File: config.mk
export PLATFORM = sky130hd
export DESIGN_NAME = laser_distance_frame_parser
export DESIGN_NICKNAME = d
export VERILOG_FILES = /design/src/design/ldfp_pkg.sv /design/src/design/laser_distance_frame_parser.sv /design/src/design/ldfp_framer.sv /design/src/design/ldfp_converter.sv
export SDC_FILE = /design/constraint.sdc
export NUM_CORES = 1
export LEC_CHECK = 0
export BUFFER_PORTS_ARGS = -buffer_cell sky130_fd_sc_hd__buf_2
export CAP_MARGIN = 20
export CORE_MARGIN = 4
export CORE_UTILIZATION = 62
export CTS_CLUSTER_DIAMETER = 30
export DETAILED_ROUTE_END_ITERATION = 6
export GPL_TIMING_DRIVEN = 0
export PLACE_DENSITY = 0.87
export SLEW_MARGIN = 20
export SYNTH_ARGS = -nofsm -noshare
export SYNTH_HDL_FRONTEND = slang
export SYNTH_SLANG_ARGS = --single-unit
File: constraint.sdc
create_clock -name clk -period 9.6 [get_ports clk]
set_input_delay 2.88 -clock clk [delete_from_list [all_inputs] [get_ports clk]]
set_output_delay 2.88 -clock clk [all_outputs]
set_load 0.02 [all_outputs]
File: src/design/ldfp_pkg.sv
`timescale 1ns / 1ps
`default_nettype none

package ldfp_pkg;

  // framing and payload characters
  localparam logic [7:0] CH_MARK  = 8'h44;  // 'D'
  localparam logic [7:0] CH_EQUAL = 8'h3D;  // '='
  localparam logic [7:0] CH_END   = 8'h6D;  // 'm'
  localparam logic [7:0] CH_PLUS  = 8'h2B;
  localparam logic [7:0] CH_MINUS = 8'h2D;
  localparam logic [7:0] CH_POINT = 8'h2E;
  localparam logic [7:0] CH_SPACE = 8'h20;
  localparam logic [7:0] CH_TAB   = 8'h09;
  localparam logic [7:0] CH_CR    = 8'h0D;
  localparam logic [7:0] CH_ZERO  = 8'h30;
  localparam logic [7:0] CH_NINE  = 8'h39;

  localparam int MAX_PAYLOAD_DEF = 6;
  localparam int FRAC_DIGITS     = 5;
  localparam int DIST_W          = 38;
  localparam int MAG_W           = DIST_W - 1;
  localparam int TMP_W           = MAG_W + 5;
  localparam int OUT_FIELDS_W    = 3 * DIST_W;
  localparam int OUT_TDATA_W     = ((OUT_FIELDS_W + 7) / 8) * 8;
  localparam int FRAC_IDX_W      = 3;

  localparam logic [MAG_W-1:0] MAG_CAP = {MAG_W{1'b1}};

  typedef enum logic [1:0] {
    FR_IDLE,
    FR_MARK,
    FR_PAYLOAD
  } fr_state_t;

  typedef enum logic [1:0] {
    CV_IDLE,
    CV_SCAN,
    CV_DONE
  } cv_state_t;

  // converter status toward the output stage
  typedef struct packed {
    logic busy;
    logic done;
  } cv_status_t;

  // integer digit weight: digit times 100000
  function automatic logic [19:0] int_term(input logic [3:0] d);
    logic [19:0] r;
    begin
      r = 20'(d) * 20'd100000;
      return r;
    end
  endfunction

  // fraction digit weight by position after the point
  function automatic logic [16:0] frac_term(input logic [3:0] d,
                                            input logic [FRAC_IDX_W-1:0] k);
    logic [13:0] w;
    begin
      unique case (k)
        3'd0:    w = 14'd10000;
        3'd1:    w = 14'd1000;
        3'd2:    w = 14'd100;
        3'd3:    w = 14'd10;
        3'd4:    w = 14'd1;
        default: w = 14'd0;
      endcase
      return 17'(d) * 17'(w);
    end
  endfunction

endpackage

`default_nettype wire

File: src/design/laser_distance_frame_parser.sv
`timescale 1ns / 1ps
`default_nettype none

// laser rangefinder frame parser
// in_ channel: one received byte per word from the rangefinder serial link.
// frames look like 'D' '=' <up to MAX_PAYLOAD chars> 'm'; the payload is read
// as a decimal number (leading blanks, optional sign, digits, one point) and
// turned into a signed value in units of 1e-5.
// out_ channel: one word per completed frame carrying the new reading and the
// two readings before it; bytes that do not end a frame give no word.
// timing: a byte is taken in the cycle it is offered while in_tready is high. on 'm'
// the converter walks the buffered characters one per cycle, stopping at the
// first one that cannot continue the number; its result then moves into the output
// register. in_tready is low while the converter runs or holds a result.
// stall: the output register holds its word until out_tready; bytes are still
// taken meanwhile, but a second frame end's result waits in the converter, with
// in_tready low, until the held word leaves.
// reset (rst_n low, synchronous): framing goes idle, the buffer empties and
// the two stored readings return to zero.

module laser_distance_frame_parser #(
  parameter int MAX_PAYLOAD = ldfp_pkg::MAX_PAYLOAD_DEF
) (
  input  wire logic                             clk,
  input  wire logic                             rst_n,
  // input channel
  input  wire logic                             in_tvalid,
  output logic                                  in_tready,
  input  wire logic [7:0]                       in_tdata,   // [7:0] rx_byte
  // result channel
  output logic                                  out_tvalid,
  input  wire logic                             out_tready,
  // [37:0] distance, [75:38] prev_distance, [113:76] older_distance, rest zero
  output logic [ldfp_pkg::OUT_TDATA_W-1:0]      out_tdata
);

  localparam int CNT_W = $clog2(MAX_PAYLOAD + 1);
  localparam int DW    = ldfp_pkg::DIST_W;

  logic                  in_acc;
  logic                  start;
  logic [7:0]            chars [MAX_PAYLOAD];
  logic [CNT_W-1:0]      count;
  ldfp_pkg::cv_status_t  cv_status;
  logic [DW-1:0]         result;
  logic                  load;

  // reading history
  logic [DW-1:0]         latest_r, previous_r;
  logic                  out_tvalid_r;
  logic [ldfp_pkg::OUT_TDATA_W-1:0] out_tdata_r;

  assign in_tready = !cv_status.busy;
  assign in_acc    = in_tvalid && in_tready;

  ldfp_framer #(.MAX_PAYLOAD(MAX_PAYLOAD)) u_framer (
    .clk        (clk),
    .rst_n      (rst_n),
    .byte_vld_i (in_acc),
    .byte_i     (in_tdata),
    .start_o    (start),
    .chars_o    (chars),
    .count_o    (count)
  );

  ldfp_converter #(.MAX_PAYLOAD(MAX_PAYLOAD)) u_conv (
    .clk      (clk),
    .rst_n    (rst_n),
    .start_i  (start),
    .chars_i  (chars),
    .count_i  (count),
    .ack_i    (load),
    .status_o (cv_status),
    .result_o (result)
  );

  // a finished conversion moves into the output register once it is free
  assign load = cv_status.done && (!out_tvalid_r || out_tready);

  always_ff @(posedge clk) begin
    if (!rst_n) begin
      out_tvalid_r <= 1'b0;
      latest_r     <= '0;
      previous_r   <= '0;
    end else begin
      if (load) begin
        out_tvalid_r <= 1'b1;
        latest_r     <= result;
        previous_r   <= latest_r;
      end else if (out_tready) begin
        out_tvalid_r <= 1'b0;
      end
    end
  end

  // output payload, no reset needed
  always_ff @(posedge clk) begin
    if (load) begin
      out_tdata_r <= ldfp_pkg::OUT_TDATA_W'({previous_r, latest_r, result});
    end
  end

  assign out_tvalid = out_tvalid_r;
  assign out_tdata  = out_tdata_r;

endmodule

`default_nettype wire

File: src/design/ldfp_framer.sv
`timescale 1ns / 1ps
`default_nettype none

module ldfp_framer #(
  parameter int MAX_PAYLOAD = ldfp_pkg::MAX_PAYLOAD_DEF,
  localparam int CNT_W = $clog2(MAX_PAYLOAD + 1)
) (
  input  wire logic             clk,
  input  wire logic             rst_n,
  input  wire logic             byte_vld_i,
  input  wire logic [7:0]       byte_i,
  output logic                  start_o,
  output logic [7:0]            chars_o [MAX_PAYLOAD],
  output logic [CNT_W-1:0]      count_o
);

  ldfp_pkg::fr_state_t state_r, state_nxt;
  logic [CNT_W-1:0] count_r;
  logic [7:0]       chars_r [MAX_PAYLOAD];
  logic             full;

  assign full = (count_r == CNT_W'(MAX_PAYLOAD));

  // next state
  always_comb begin
    state_nxt = state_r;
    if (byte_vld_i) begin
      unique case (state_r)
        ldfp_pkg::FR_MARK:
          state_nxt = (byte_i == ldfp_pkg::CH_EQUAL) ? ldfp_pkg::FR_PAYLOAD
                                                     : ldfp_pkg::FR_IDLE;
        ldfp_pkg::FR_PAYLOAD:
          if (byte_i == ldfp_pkg::CH_END || full) begin
            state_nxt = ldfp_pkg::FR_IDLE;
          end
        default:
          state_nxt = (byte_i == ldfp_pkg::CH_MARK) ? ldfp_pkg::FR_MARK
                                                    : ldfp_pkg::FR_IDLE;
      endcase
    end
  end

  // outputs
  always_comb begin
    start_o = byte_vld_i && (state_r == ldfp_pkg::FR_PAYLOAD) &&
              (byte_i == ldfp_pkg::CH_END);
    chars_o = chars_r;
    count_o = count_r;
  end

  always_ff @(posedge clk) begin
    if (!rst_n) begin
      state_r <= ldfp_pkg::FR_IDLE;
      count_r <= '0;
      for (int k = 0; k < MAX_PAYLOAD; k++) begin
        chars_r[k] <= '0;
      end
    end else begin
      state_r <= state_nxt;
      if (byte_vld_i && state_r == ldfp_pkg::FR_PAYLOAD) begin
        if (byte_i == ldfp_pkg::CH_END || full) begin
          // frame end or overlong payload: empty the buffer
          count_r <= '0;
          for (int k = 0; k < MAX_PAYLOAD; k++) begin
            chars_r[k] <= '0;
          end
        end else begin
          for (int k = 0; k < MAX_PAYLOAD; k++) begin
            if (count_r == CNT_W'(k)) begin
              chars_r[k] <= byte_i;
            end
          end
          count_r <= count_r + CNT_W'(1);
        end
      end
    end
  end

endmodule

`default_nettype wire

File: src/design/ldfp_converter.sv
`timescale 1ns / 1ps
`default_nettype none

module ldfp_converter #(
  parameter int MAX_PAYLOAD = ldfp_pkg::MAX_PAYLOAD_DEF,
  localparam int CNT_W = $clog2(MAX_PAYLOAD + 1)
) (
  input  wire logic                         clk,
  input  wire logic                         rst_n,
  input  wire logic                         start_i,
  input  wire logic [7:0]                   chars_i [MAX_PAYLOAD],
  input  wire logic [CNT_W-1:0]             count_i,
  input  wire logic                         ack_i,
  output ldfp_pkg::cv_status_t              status_o,
  output logic [ldfp_pkg::DIST_W-1:0]       result_o
);

  ldfp_pkg::cv_state_t state_r, state_nxt;

  logic [7:0]                       chars_r [MAX_PAYLOAD];
  logic [CNT_W-1:0]                 rem_r;
  logic [ldfp_pkg::MAG_W-1:0]       val_r, val_nxt;
  logic                             neg_r, neg_nxt;
  logic                             point_r, point_nxt;
  logic                             any_r, any_nxt;
  logic                             lead_r, lead_nxt;
  logic [ldfp_pkg::FRAC_IDX_W-1:0]  frac_r, frac_nxt;
  logic                             stop;

  logic [7:0]                       c;
  logic                             is_digit, is_blank, is_sign, is_point;
  logic [ldfp_pkg::TMP_W-1:0]       tmp;
  logic [ldfp_pkg::MAG_W-1:0]       mag;

  assign c        = chars_r[0];
  assign is_digit = (c >= ldfp_pkg::CH_ZERO) && (c <= ldfp_pkg::CH_NINE);
  assign is_blank = (c == ldfp_pkg::CH_SPACE) ||
                    ((c >= ldfp_pkg::CH_TAB) && (c <= ldfp_pkg::CH_CR));
  assign is_sign  = (c == ldfp_pkg::CH_PLUS) || (c == ldfp_pkg::CH_MINUS);
  assign is_point = (c == ldfp_pkg::CH_POINT);

  // one character per cycle
  always_comb begin
    val_nxt   = val_r;
    neg_nxt   = neg_r;
    point_nxt = point_r;
    any_nxt   = any_r;
    lead_nxt  = lead_r;
    frac_nxt  = frac_r;
    stop      = 1'b0;
    tmp       = ldfp_pkg::TMP_W'(val_r);
    if (lead_r && is_blank) begin
      lead_nxt = 1'b1;
    end else if (lead_r && is_sign) begin
      lead_nxt = 1'b0;
      neg_nxt  = (c == ldfp_pkg::CH_MINUS);
    end else begin
      lead_nxt = 1'b0;
      if (is_digit) begin
        any_nxt = 1'b1;
        if (!point_r) begin
          tmp = {2'b00, val_r, 3'b000} + {4'b0000, val_r, 1'b0} +
                ldfp_pkg::TMP_W'(ldfp_pkg::int_term(c[3:0]));
        end else if (frac_r < ldfp_pkg::FRAC_IDX_W'(ldfp_pkg::FRAC_DIGITS)) begin
          tmp = ldfp_pkg::TMP_W'(val_r) +
                ldfp_pkg::TMP_W'(ldfp_pkg::frac_term(c[3:0], frac_r));
          frac_nxt = frac_r + ldfp_pkg::FRAC_IDX_W'(1);
        end
        // saturate the magnitude
        val_nxt = (tmp > ldfp_pkg::TMP_W'(ldfp_pkg::MAG_CAP)) ? ldfp_pkg::MAG_CAP
                                                              : tmp[ldfp_pkg::MAG_W-1:0];
      end else if (is_point && !point_r) begin
        point_nxt = 1'b1;
      end else begin
        stop = 1'b1;
      end
    end
  end

  // next state
  always_comb begin
    state_nxt = state_r;
    unique case (state_r)
      ldfp_pkg::CV_IDLE: if (start_i) state_nxt = ldfp_pkg::CV_SCAN;
      ldfp_pkg::CV_SCAN: if (rem_r == '0 || stop) state_nxt = ldfp_pkg::CV_DONE;
      ldfp_pkg::CV_DONE: if (ack_i) state_nxt = ldfp_pkg::CV_IDLE;
      default:           state_nxt = ldfp_pkg::CV_IDLE;
    endcase
  end

  // outputs
  always_comb begin
    status_o.busy = (state_r != ldfp_pkg::CV_IDLE);
    status_o.done = (state_r == ldfp_pkg::CV_DONE);
    mag           = any_r ? val_r : '0;
    result_o      = neg_r ? (ldfp_pkg::DIST_W'(0) - {1'b0, mag}) : {1'b0, mag};
  end

  always_ff @(posedge clk) begin
    if (!rst_n) begin
      state_r <= ldfp_pkg::CV_IDLE;
    end else begin
      state_r <= state_nxt;
    end
  end

  // datapath
  always_ff @(posedge clk) begin
    if (state_r == ldfp_pkg::CV_IDLE && start_i) begin
      chars_r <= chars_i;
      rem_r   <= count_i;
      val_r   <= '0;
      neg_r   <= 1'b0;
      point_r <= 1'b0;
      any_r   <= 1'b0;
      lead_r  <= 1'b1;
      frac_r  <= '0;
    end else if (state_r == ldfp_pkg::CV_SCAN && rem_r != '0 && !stop) begin
      for (int k = 0; k < MAX_PAYLOAD - 1; k++) begin
        chars_r[k] <= chars_r[k+1];
      end
      chars_r[MAX_PAYLOAD-1] <= '0;
      rem_r   <= rem_r - CNT_W'(1);
      val_r   <= val_nxt;
      neg_r   <= neg_nxt;
      point_r <= point_nxt;
      any_r   <= any_nxt;
      lead_r  <= lead_nxt;
      frac_r  <= frac_nxt;
    end
  end

endmodule

`default_nettype wire

# Yosys cells after proc, flatten, opt, wreduce, memory -nomap -nowiden
# Cells that the tools add are included.
dict set report totals {
  register_bits 341
  latch_bits 0
  ramBits 0
  romBits 0
  output_inout_bits 122
  word_cells 157
  n_memories 0
}
dict set report op_classes {
  addsub 7
  mul 2
  div_mod_pow 0
  magnitude_cmp 6
  eq_ne 25
  shift 0
  mux 41
  n_bitwise 3
  reduce_logical 47
}
# op n
set op_table {}
lappend op_table {{2-to-1 mux 42 bit} 5}
lappend op_table {{2-to-1 mux 48 bit} 3}
lappend op_table {{2-to-1 mux 37 bit} 2}
lappend op_table {{2-to-1 mux 14 bit} 5}
lappend op_table {{case mux 14 bit (5 select lines)} 1}
lappend op_table {{2-to-1 mux 8 bit} 6}
lappend op_table {{adder 42 x 20 -> 42 bit} 1}
lappend op_table {{> comparator 42 x 37 -> 1 bit (second input constant)} 1}
lappend op_table {{adder 40 x 38 -> 41 bit} 1}
lappend op_table {{== test 8 x 6 -> 1 bit (second input constant)} 5}
lappend op_table {{adder 37 x 17 -> 38 bit} 1}
lappend op_table {{2-to-1 mux 38 bit} 1}
lappend op_table {{subtractor 1 x 37 -> 38 bit (first input constant)} 1}
lappend op_table {{nonzero test 2 bit} 9}
lappend op_table {{multiplier 4 x 14 -> 17 bit} 1}
lappend op_table {{== test 8 x 7 -> 1 bit (second input constant)} 2}
lappend op_table {{multiplier 4 x 12 -> 15 bit (second input constant)} 1}
lappend op_table {{AND reduction 2 bit} 7}
lappend op_table {{== test 3 x 2 -> 1 bit (second input constant)} 4}
lappend op_table {{== test 3 bit (second input constant)} 4}
lappend op_table {{logical AND 1 bit} 12}
lappend op_table {{2-to-1 mux 2 bit} 5}
lappend op_table {{zero test 3 bit} 3}
lappend op_table {{2-to-1 mux 3 bit} 3}
lappend op_table {{24 further kinds} 47}

# Logic depth before layout (Yosys ltp)
dict set report depth {
  word_depth 16
  mapped_depth 33
  ltp_nobuf 32
}

# Modules after synthesis
# From an unflattened synthesis, not the netlist that was laid out.
dict set report unflattened {
  cells_unflattened 2199
  hier_area_um2 20702.4
}
# mod instances cells_each area_each_um2 seq_area_each_um2
set by_module_without_submodules {}
lappend by_module_without_submodules {ldfp_converter 1 1511 11708.7 2452.4}
lappend by_module_without_submodules {laser_distance_frame_parser 1 415 6457.4 4964.8}
lappend by_module_without_submodules {ldfp_framer 1 273 2536.2 1061.0}

# Worst setup path after synthesis
# OpenSTA, ideal clock, no wires.
dict set report synth_path {
  path_kind {input port to flip-flop}
  startpoint {input port out_tready}
  endpoint {register out_tdata_r, in the netlist out_tdata[0], enable pin}
  t_arrival_ns 6.771
  path_slack_ns 2.306
  path_stages 5
  n_path_buf 2
  cell_sequence {nand2b_1 -> nand2b_1 -> clkinv_1 -> clkbuf_1 -> clkbuf_1}
}
dict set report synth_via {
  elab_chain_len 2
}
# item line_no
set synth_lines {}
lappend synth_lines {{start: declaration} laser_distance_frame_parser.sv:32} ;# input wire logic out_tready,
lappend synth_lines {{logical OR 1 bit} laser_distance_frame_parser.sv:78} ;# assign load = cv_status.done && (!out_tvalid_r || out_tready);
lappend synth_lines {{logical AND 1 bit} laser_distance_frame_parser.sv:78}
lappend synth_lines {{via load} laser_distance_frame_parser.sv:46} ;# logic load;
lappend synth_lines {{end signal: assignment} laser_distance_frame_parser.sv:99} ;# out_tdata_r <= ldfp_pkg::OUT_TDATA_W'({previous_r, latest_r, result});
lappend synth_lines {{end: declaration} laser_distance_frame_parser.sv:51} ;# logic [ldfp_pkg::OUT_TDATA_W-1:0] out_tdata_r;
# The timed path passes the listed nets, and every way through them passes these cells.
# A chain may end at the register's enable or synchronous reset.

# Worst setup path in the final report
dict set report layout_path {
  startpoint {register u_conv.frac_r[1] in the netlist's numbering}
  endpoint {register u_conv.val_r[32] in the netlist's numbering}
}
dict set report layout_via {
  elab_chain_len 16
  word_cells_on_any_way 21
  classes_between {add/sub (1); mul (1); order compare (2); eq/ne (4); mux (12); reduce/logical (1)}
}
# item line_no
set layout_lines {}
lappend layout_lines {{start: declaration} ldfp_converter.sv:27} ;# logic [ldfp_pkg::FRAC_IDX_W-1:0] frac_r, frac_nxt;
lappend layout_lines {{start signal: assignment} ldfp_converter.sv:129} ;# frac_r <= frac_nxt;
lappend layout_lines {{== test 3 bit (tied with other cells)} ldfp_pkg.sv:62} ;# unique case (k)
lappend layout_lines {{case mux 14 bit (5 select lines)} ldfp_pkg.sv:62}
lappend layout_lines {{2-to-1 mux 14 bit} ldfp_converter.sv:64} ;# end else if (frac_r < ldfp_pkg::FRAC_IDX_W'(ldfp_pkg::FRAC_DIGITS)) begin
lappend layout_lines {{2-to-1 mux 14 bit} ldfp_converter.sv:61} ;# if (!point_r) begin
lappend layout_lines {{2-to-1 mux 14 bit} ldfp_converter.sv:59} ;# if (is_digit) begin
lappend layout_lines {{2-to-1 mux 14 bit} ldfp_converter.sv:54} ;# end else if (lead_r && is_sign) begin
lappend layout_lines {{2-to-1 mux 14 bit} ldfp_converter.sv:52} ;# if (lead_r && is_blank) begin
lappend layout_lines {{multiplier 4 x 14 -> 17 bit} ldfp_pkg.sv:70} ;# return 17'(d) * 17'(w);
lappend layout_lines {{adder 37 x 17 -> 38 bit} ldfp_converter.sv:65} ;# tmp = ldfp_pkg::TMP_W'(val_r) +
lappend layout_lines {{2-to-1 mux 42 bit (*)} ldfp_converter.sv:64}
lappend layout_lines {{2-to-1 mux 42 bit (*)} ldfp_converter.sv:61}
lappend layout_lines {{2-to-1 mux 42 bit (*)} ldfp_converter.sv:59}
lappend layout_lines {{2-to-1 mux 42 bit (*)} ldfp_converter.sv:54}
lappend layout_lines {{2-to-1 mux 42 bit (*)} ldfp_converter.sv:52}
lappend layout_lines {{> comparator 42 x 37 -> 1 bit} ldfp_converter.sv:70} ;# val_nxt = (tmp > ldfp_pkg::TMP_W'(ldfp_pkg::MAG_CAP)) ? ldfp_pkg::MAG_CAP
lappend layout_lines {{2-to-1 mux 37 bit (*)} ldfp_converter.sv:70}
lappend layout_lines {{end signal: assignment} ldfp_converter.sv:124} ;# val_r <= val_nxt;
lappend layout_lines {{end: declaration} ldfp_converter.sv:22} ;# logic [ldfp_pkg::MAG_W-1:0] val_r, val_nxt;
# Mark *: on every way between the ends. The rest lies on a longest branch, timed or not. The select of a mux whose other input is x is not followed.

==> summary.md <==
| Metric | Value |
|---|---|
| Wire length of the first global-routing pass | 93.35 mm |
| Beginning of the worst register-to-register path | u_conv.frac_r[1] |
| Antenna violations before repair | 1 |
| Clock skew | 44.13 ps |
| Overall die area | 36070 um^2 |
| Standard cell with the maximum stage delay on the critical path | o41ai_1 |
| Total global-route track usage | 32.14% |
| Routed len/inst | 20.66 um |
| Placeable core region | 32620 um^2 |
| Part of the cycle the worst path needs | 86.24% |
| Synthesis-to-finish area growth | 14.73% |
| Worst Slack Setup Final | 1321 ps |
| Net Sw Power | 0.7329 mW |
| Register area share after synthesis | 41.32% |
| Number of buffers added by the clock tree synthesis step | 50 |
| WHS Path Cells | 0 |
| Share of synthesized registers carrying an async set or reset | 0% |
| Count of maximum capacitance violations | 0 |
| Sum of net half-perimeters after detailed placement | 42.61 mm |
| Worst max-slew margin expressed relative to the limit | 23.97% |
| Count of flip-flops with a built-in enable after synthesis | 165 |
| Vias after detailed routing | 18040 |
| Transition time of the tightest slew-check pin | 1140 ps |
| Relative contribution of the clock network to total power | 54.7% |
| CP Max Fanout | 10 |
| Clk sinks | 341 |
| Post-Place Setup Slack | 1487 ps |
| Final setup violation count | 0 |
| Startpoint of the most critical hold path | previous_r[21] |
| Share of layout cells above drive strength 1 | 12.68% |
| Design area | 23540 um^2 |
| Count of buffers from port buffering | 126 |
| Cell row count | 66 |
| Startpoint type of the worst setup path | flop |
| Mean instance size in the synthesized netlist | 9.256 um^2 |
| CP startpoint | u_conv.frac_r[1] |
| Leading cell type by number of instances after synthesis | nand2_1 |
| Dpl cell area | 21780 um^2 |
| Num ports | 134 |
| Setup Fix Bufs, Post-CTS | 0 |
| Total of warnings raised by yosys | 0 |
| Prevailing post-synth register cell | dfxtp_1 |
| Setup TNS Final | 0 ps |
| Die span in y | 189.9 um |
| Detail-routed via count per cell | 6.248 |
| Number of hold violations in the final report | 0 |
| Result of the run | finished, final reports clean |
| CTS tree | done |
| Count of fill cells added during filler insertion | 2228 |
| Leading post-synthesis cells by cell area | edfxtp_1 24%, dfxtp_1 17%, ha_1 7.6%, nand2_1 7.2%, a21oi_1 3.0% |
| CTS Hold Buffers Added | 0 |
| Initial detailed-routing violation count | 1972 |
| Type of the setup path with the least slack | flop to flop |
| Final weighted congestion in routability-driven placement | 0.9563 |
| Reg-to-Reg End | u_conv.val_r[32] |
| Worst endpoint data arrival time | 8730 ps |
| CTS Root Buffer Type | clkbuf_16 |
| Cell-internal power | 2.672 mW |
| Length in cells of the worst reg-to-reg path | 32 |
| Critical path data required time | 10050 ps |
| Largest area contributor in the synthesized netlist | edfxtp_1 |
| Number of pins exceeding their max-slew limit in the final report | 0 |
| Logic pwr share | 1.0% |
| Max Clk Rate | 120.8 MHz |
| Pwr Density | 144.6 nW/um^2 |
| Largest incremental delay on the critical path | 780 ps |
| Total overflow reported by the global router | 0 |
| Mapped cell area | 20520 um^2 |
| Leakage dissipation | 9.766 nW |
| Maximum buffer depth of the clock tree | 3 |
| Number of gates given a new drive strength after cts | 0 |
| Number of antenna cells inserted | 0 |
| Fraction of power spent switching nets | 21.52% |
| Ranking of synthesized cells by instance count | 392 x nand2_1, 176 x dfxtp_1, 165 x edfxtp_1 |
| Largest net degree at the start of global routing | 64 |
| H-tree Lvls | 2 |
| Register bit count reported by yosys | 341 |
| Register-to-Register Setup Slack | 1320 ps |
| Total wire length | 59.65 mm |
| Number of global-route vias before repair | 17290 |
| Kind of end point of the critical path | flop |
| Initial standard-cell utilization of the core | 62.91% |
| Remaining DRCs | 0 |
| Largest voltage drop on the vdd net | 0.0001534 V |
| Final critical-path required period | 8279 ps |
| Hold WC Path Type | flop to flop |
| Horizontal die dimension | 189.9 um |
| Clock input transition at the sequential cells of the worst setup and hold paths | 60 ps |
| Total iterations of the first detailed-routing run | 6 |
| Synthesized instance count | 2217 |
| Flop pwr share | 44.4% |
| Area share of the largest cell type after synthesis | 24.15% |
| Number of nets with antenna violations after detailed routing | 0 |
| Hold path endpoint | out_tdata[97] |
| Post-layout net count | 2563 |
| Clock latency of the later-clocked register in the worst-skew pair | 580 ps |
| Unrepaired setup endpoints after global routing | false |
| Count of cell types in the netlist | 93 |
| Cell repeated most along the worst path | a21oi_1 |
## critical path, delay by kind of cell (launching register included)
family	cells	cell delay (ps)
adders and majority gates	5	1890
xor gates and xnor gates	1	210
DFF	1	460
buffers and inverters	5	1080
AOI/OAI and AO/OA	15	3420
and+or+nand+nor	6	1100
## worst max-delay path by stage
stage | endpoint | slack, ps | depth (start not counted)
after floorplan | out_tdata[0] | 2310 | 5
after global placement | out_tdata[81] | 910 | 6
after detailed placement | u_conv.val_r[32] | 1490 | 32
after CTS | u_conv.val_r[23] | 1470 | 32
after global routing | u_conv.val_r[32] | 820 | 32
final | u_conv.val_r[32] | 1320 | 32
## power groups by stage
stage / logic, mW / registers, mW / clock network, mW
3_5_place_dp: 0.0304 / 1.54 / 0
2_1_floorplan: 0.0194 / 1.54 / 0
6_report: 0.0325 / 1.51 / 1.86
4_1_cts: 0.0312 / 1.51 / 1.86
5_1_grt: 0.0339 / 1.51 / 1.93
3_3_place_gp: 0.0303 / 1.54 / 0
## placed cells by master (no fill, tap or decap), types with 28 or more instances in the layout
cell type,n
nand2_1,392
dfxtp_1,176
edfxtp_1,165
buf_2,130
ha_1,125
nor2_1,121
a21oi_1,120
inv_1,91
clkbuf_1,90
o21ai_0,80
nor2b_1,68
a21boi_0,66
xnor2_1,62
clkbuf_16,55
xor2_1,50
mux2i_1,42
nand3_1,33
a21o_1,31
and2_1,31
nor3_1,30
a21oi_2,30
and3_1,28
## kinds of logic after synthesis
| kind of cell | share of synthesized area [%] |
|---|---|
| AO/OA/AOI/OAI | 17.75 |
| XOR/XNOR | 4.860 |
| adder cells (fa/ha/maj) | 9.866 |
| buffers and inverters | 4.159 |
| flip-flops | 41.32 |
| multiplexers | 2.268 |
| other | 0.01828 |
| AND/OR/NAND/NOR | 19.76 |
## stage by stage
stage,std cells,util [%],hold WS [ps],total power [mW]
3_3_place_gp,2790,66.59,413.6,1.572
2_1_floorplan,2222,-,408.1,1.561
6_report,2887,72.17,429.2,3.405
3_5_place_dp,2792,66.78,415.6,1.572
5_1_grt,2887,72.17,442.1,3.474
4_1_cts,2886,72.14,429.7,3.403
## per-layer routing
layer	vias to the layer above	global-route usage, %	part of all wire (%)	wire, um
met5	-	0	0.022	13
met4	2	12.13	3.9	2310
met3	191	4.239	9.1	5458
met2	1065	53.89	47	28050
met1	8520	42.83	40	23820
li1	8259	-	-	-
## state kept, by name, summed over array words and instances, names as in the netlist
register / cells
u_conv.neg_r: 1
u_framer.chars_o: 48
previous_r: 38
u_framer.state_r: 2
u_conv.any_r: 1
u_conv.c: 8
u_framer.count_o: 3
latest_r: 38
u_conv.frac_r: 3
out_tvalid: 1
out_tdata: 114
u_conv.val_r: 37
u_conv.lead_r: 1
u_conv.state_r: 2
u_conv.chars_r: 40
u_conv.rem_r: 3
u_conv.point_r: 1
## cell type report
cell class	count	area, um^2	share of cell area, %
clock inverter	25	279.0	1.185
timing repair buffer	129	693.2	2.944
buffer	115	508.0	2.158
inverter	93	349.1	1.483
clock buffer	69	1469	6.239
sequential	341	8478	36.01
multi-input combinational	1673	11210	47.63
tap	442	553.0	2.349
Power figures use the tool's default switching activity.
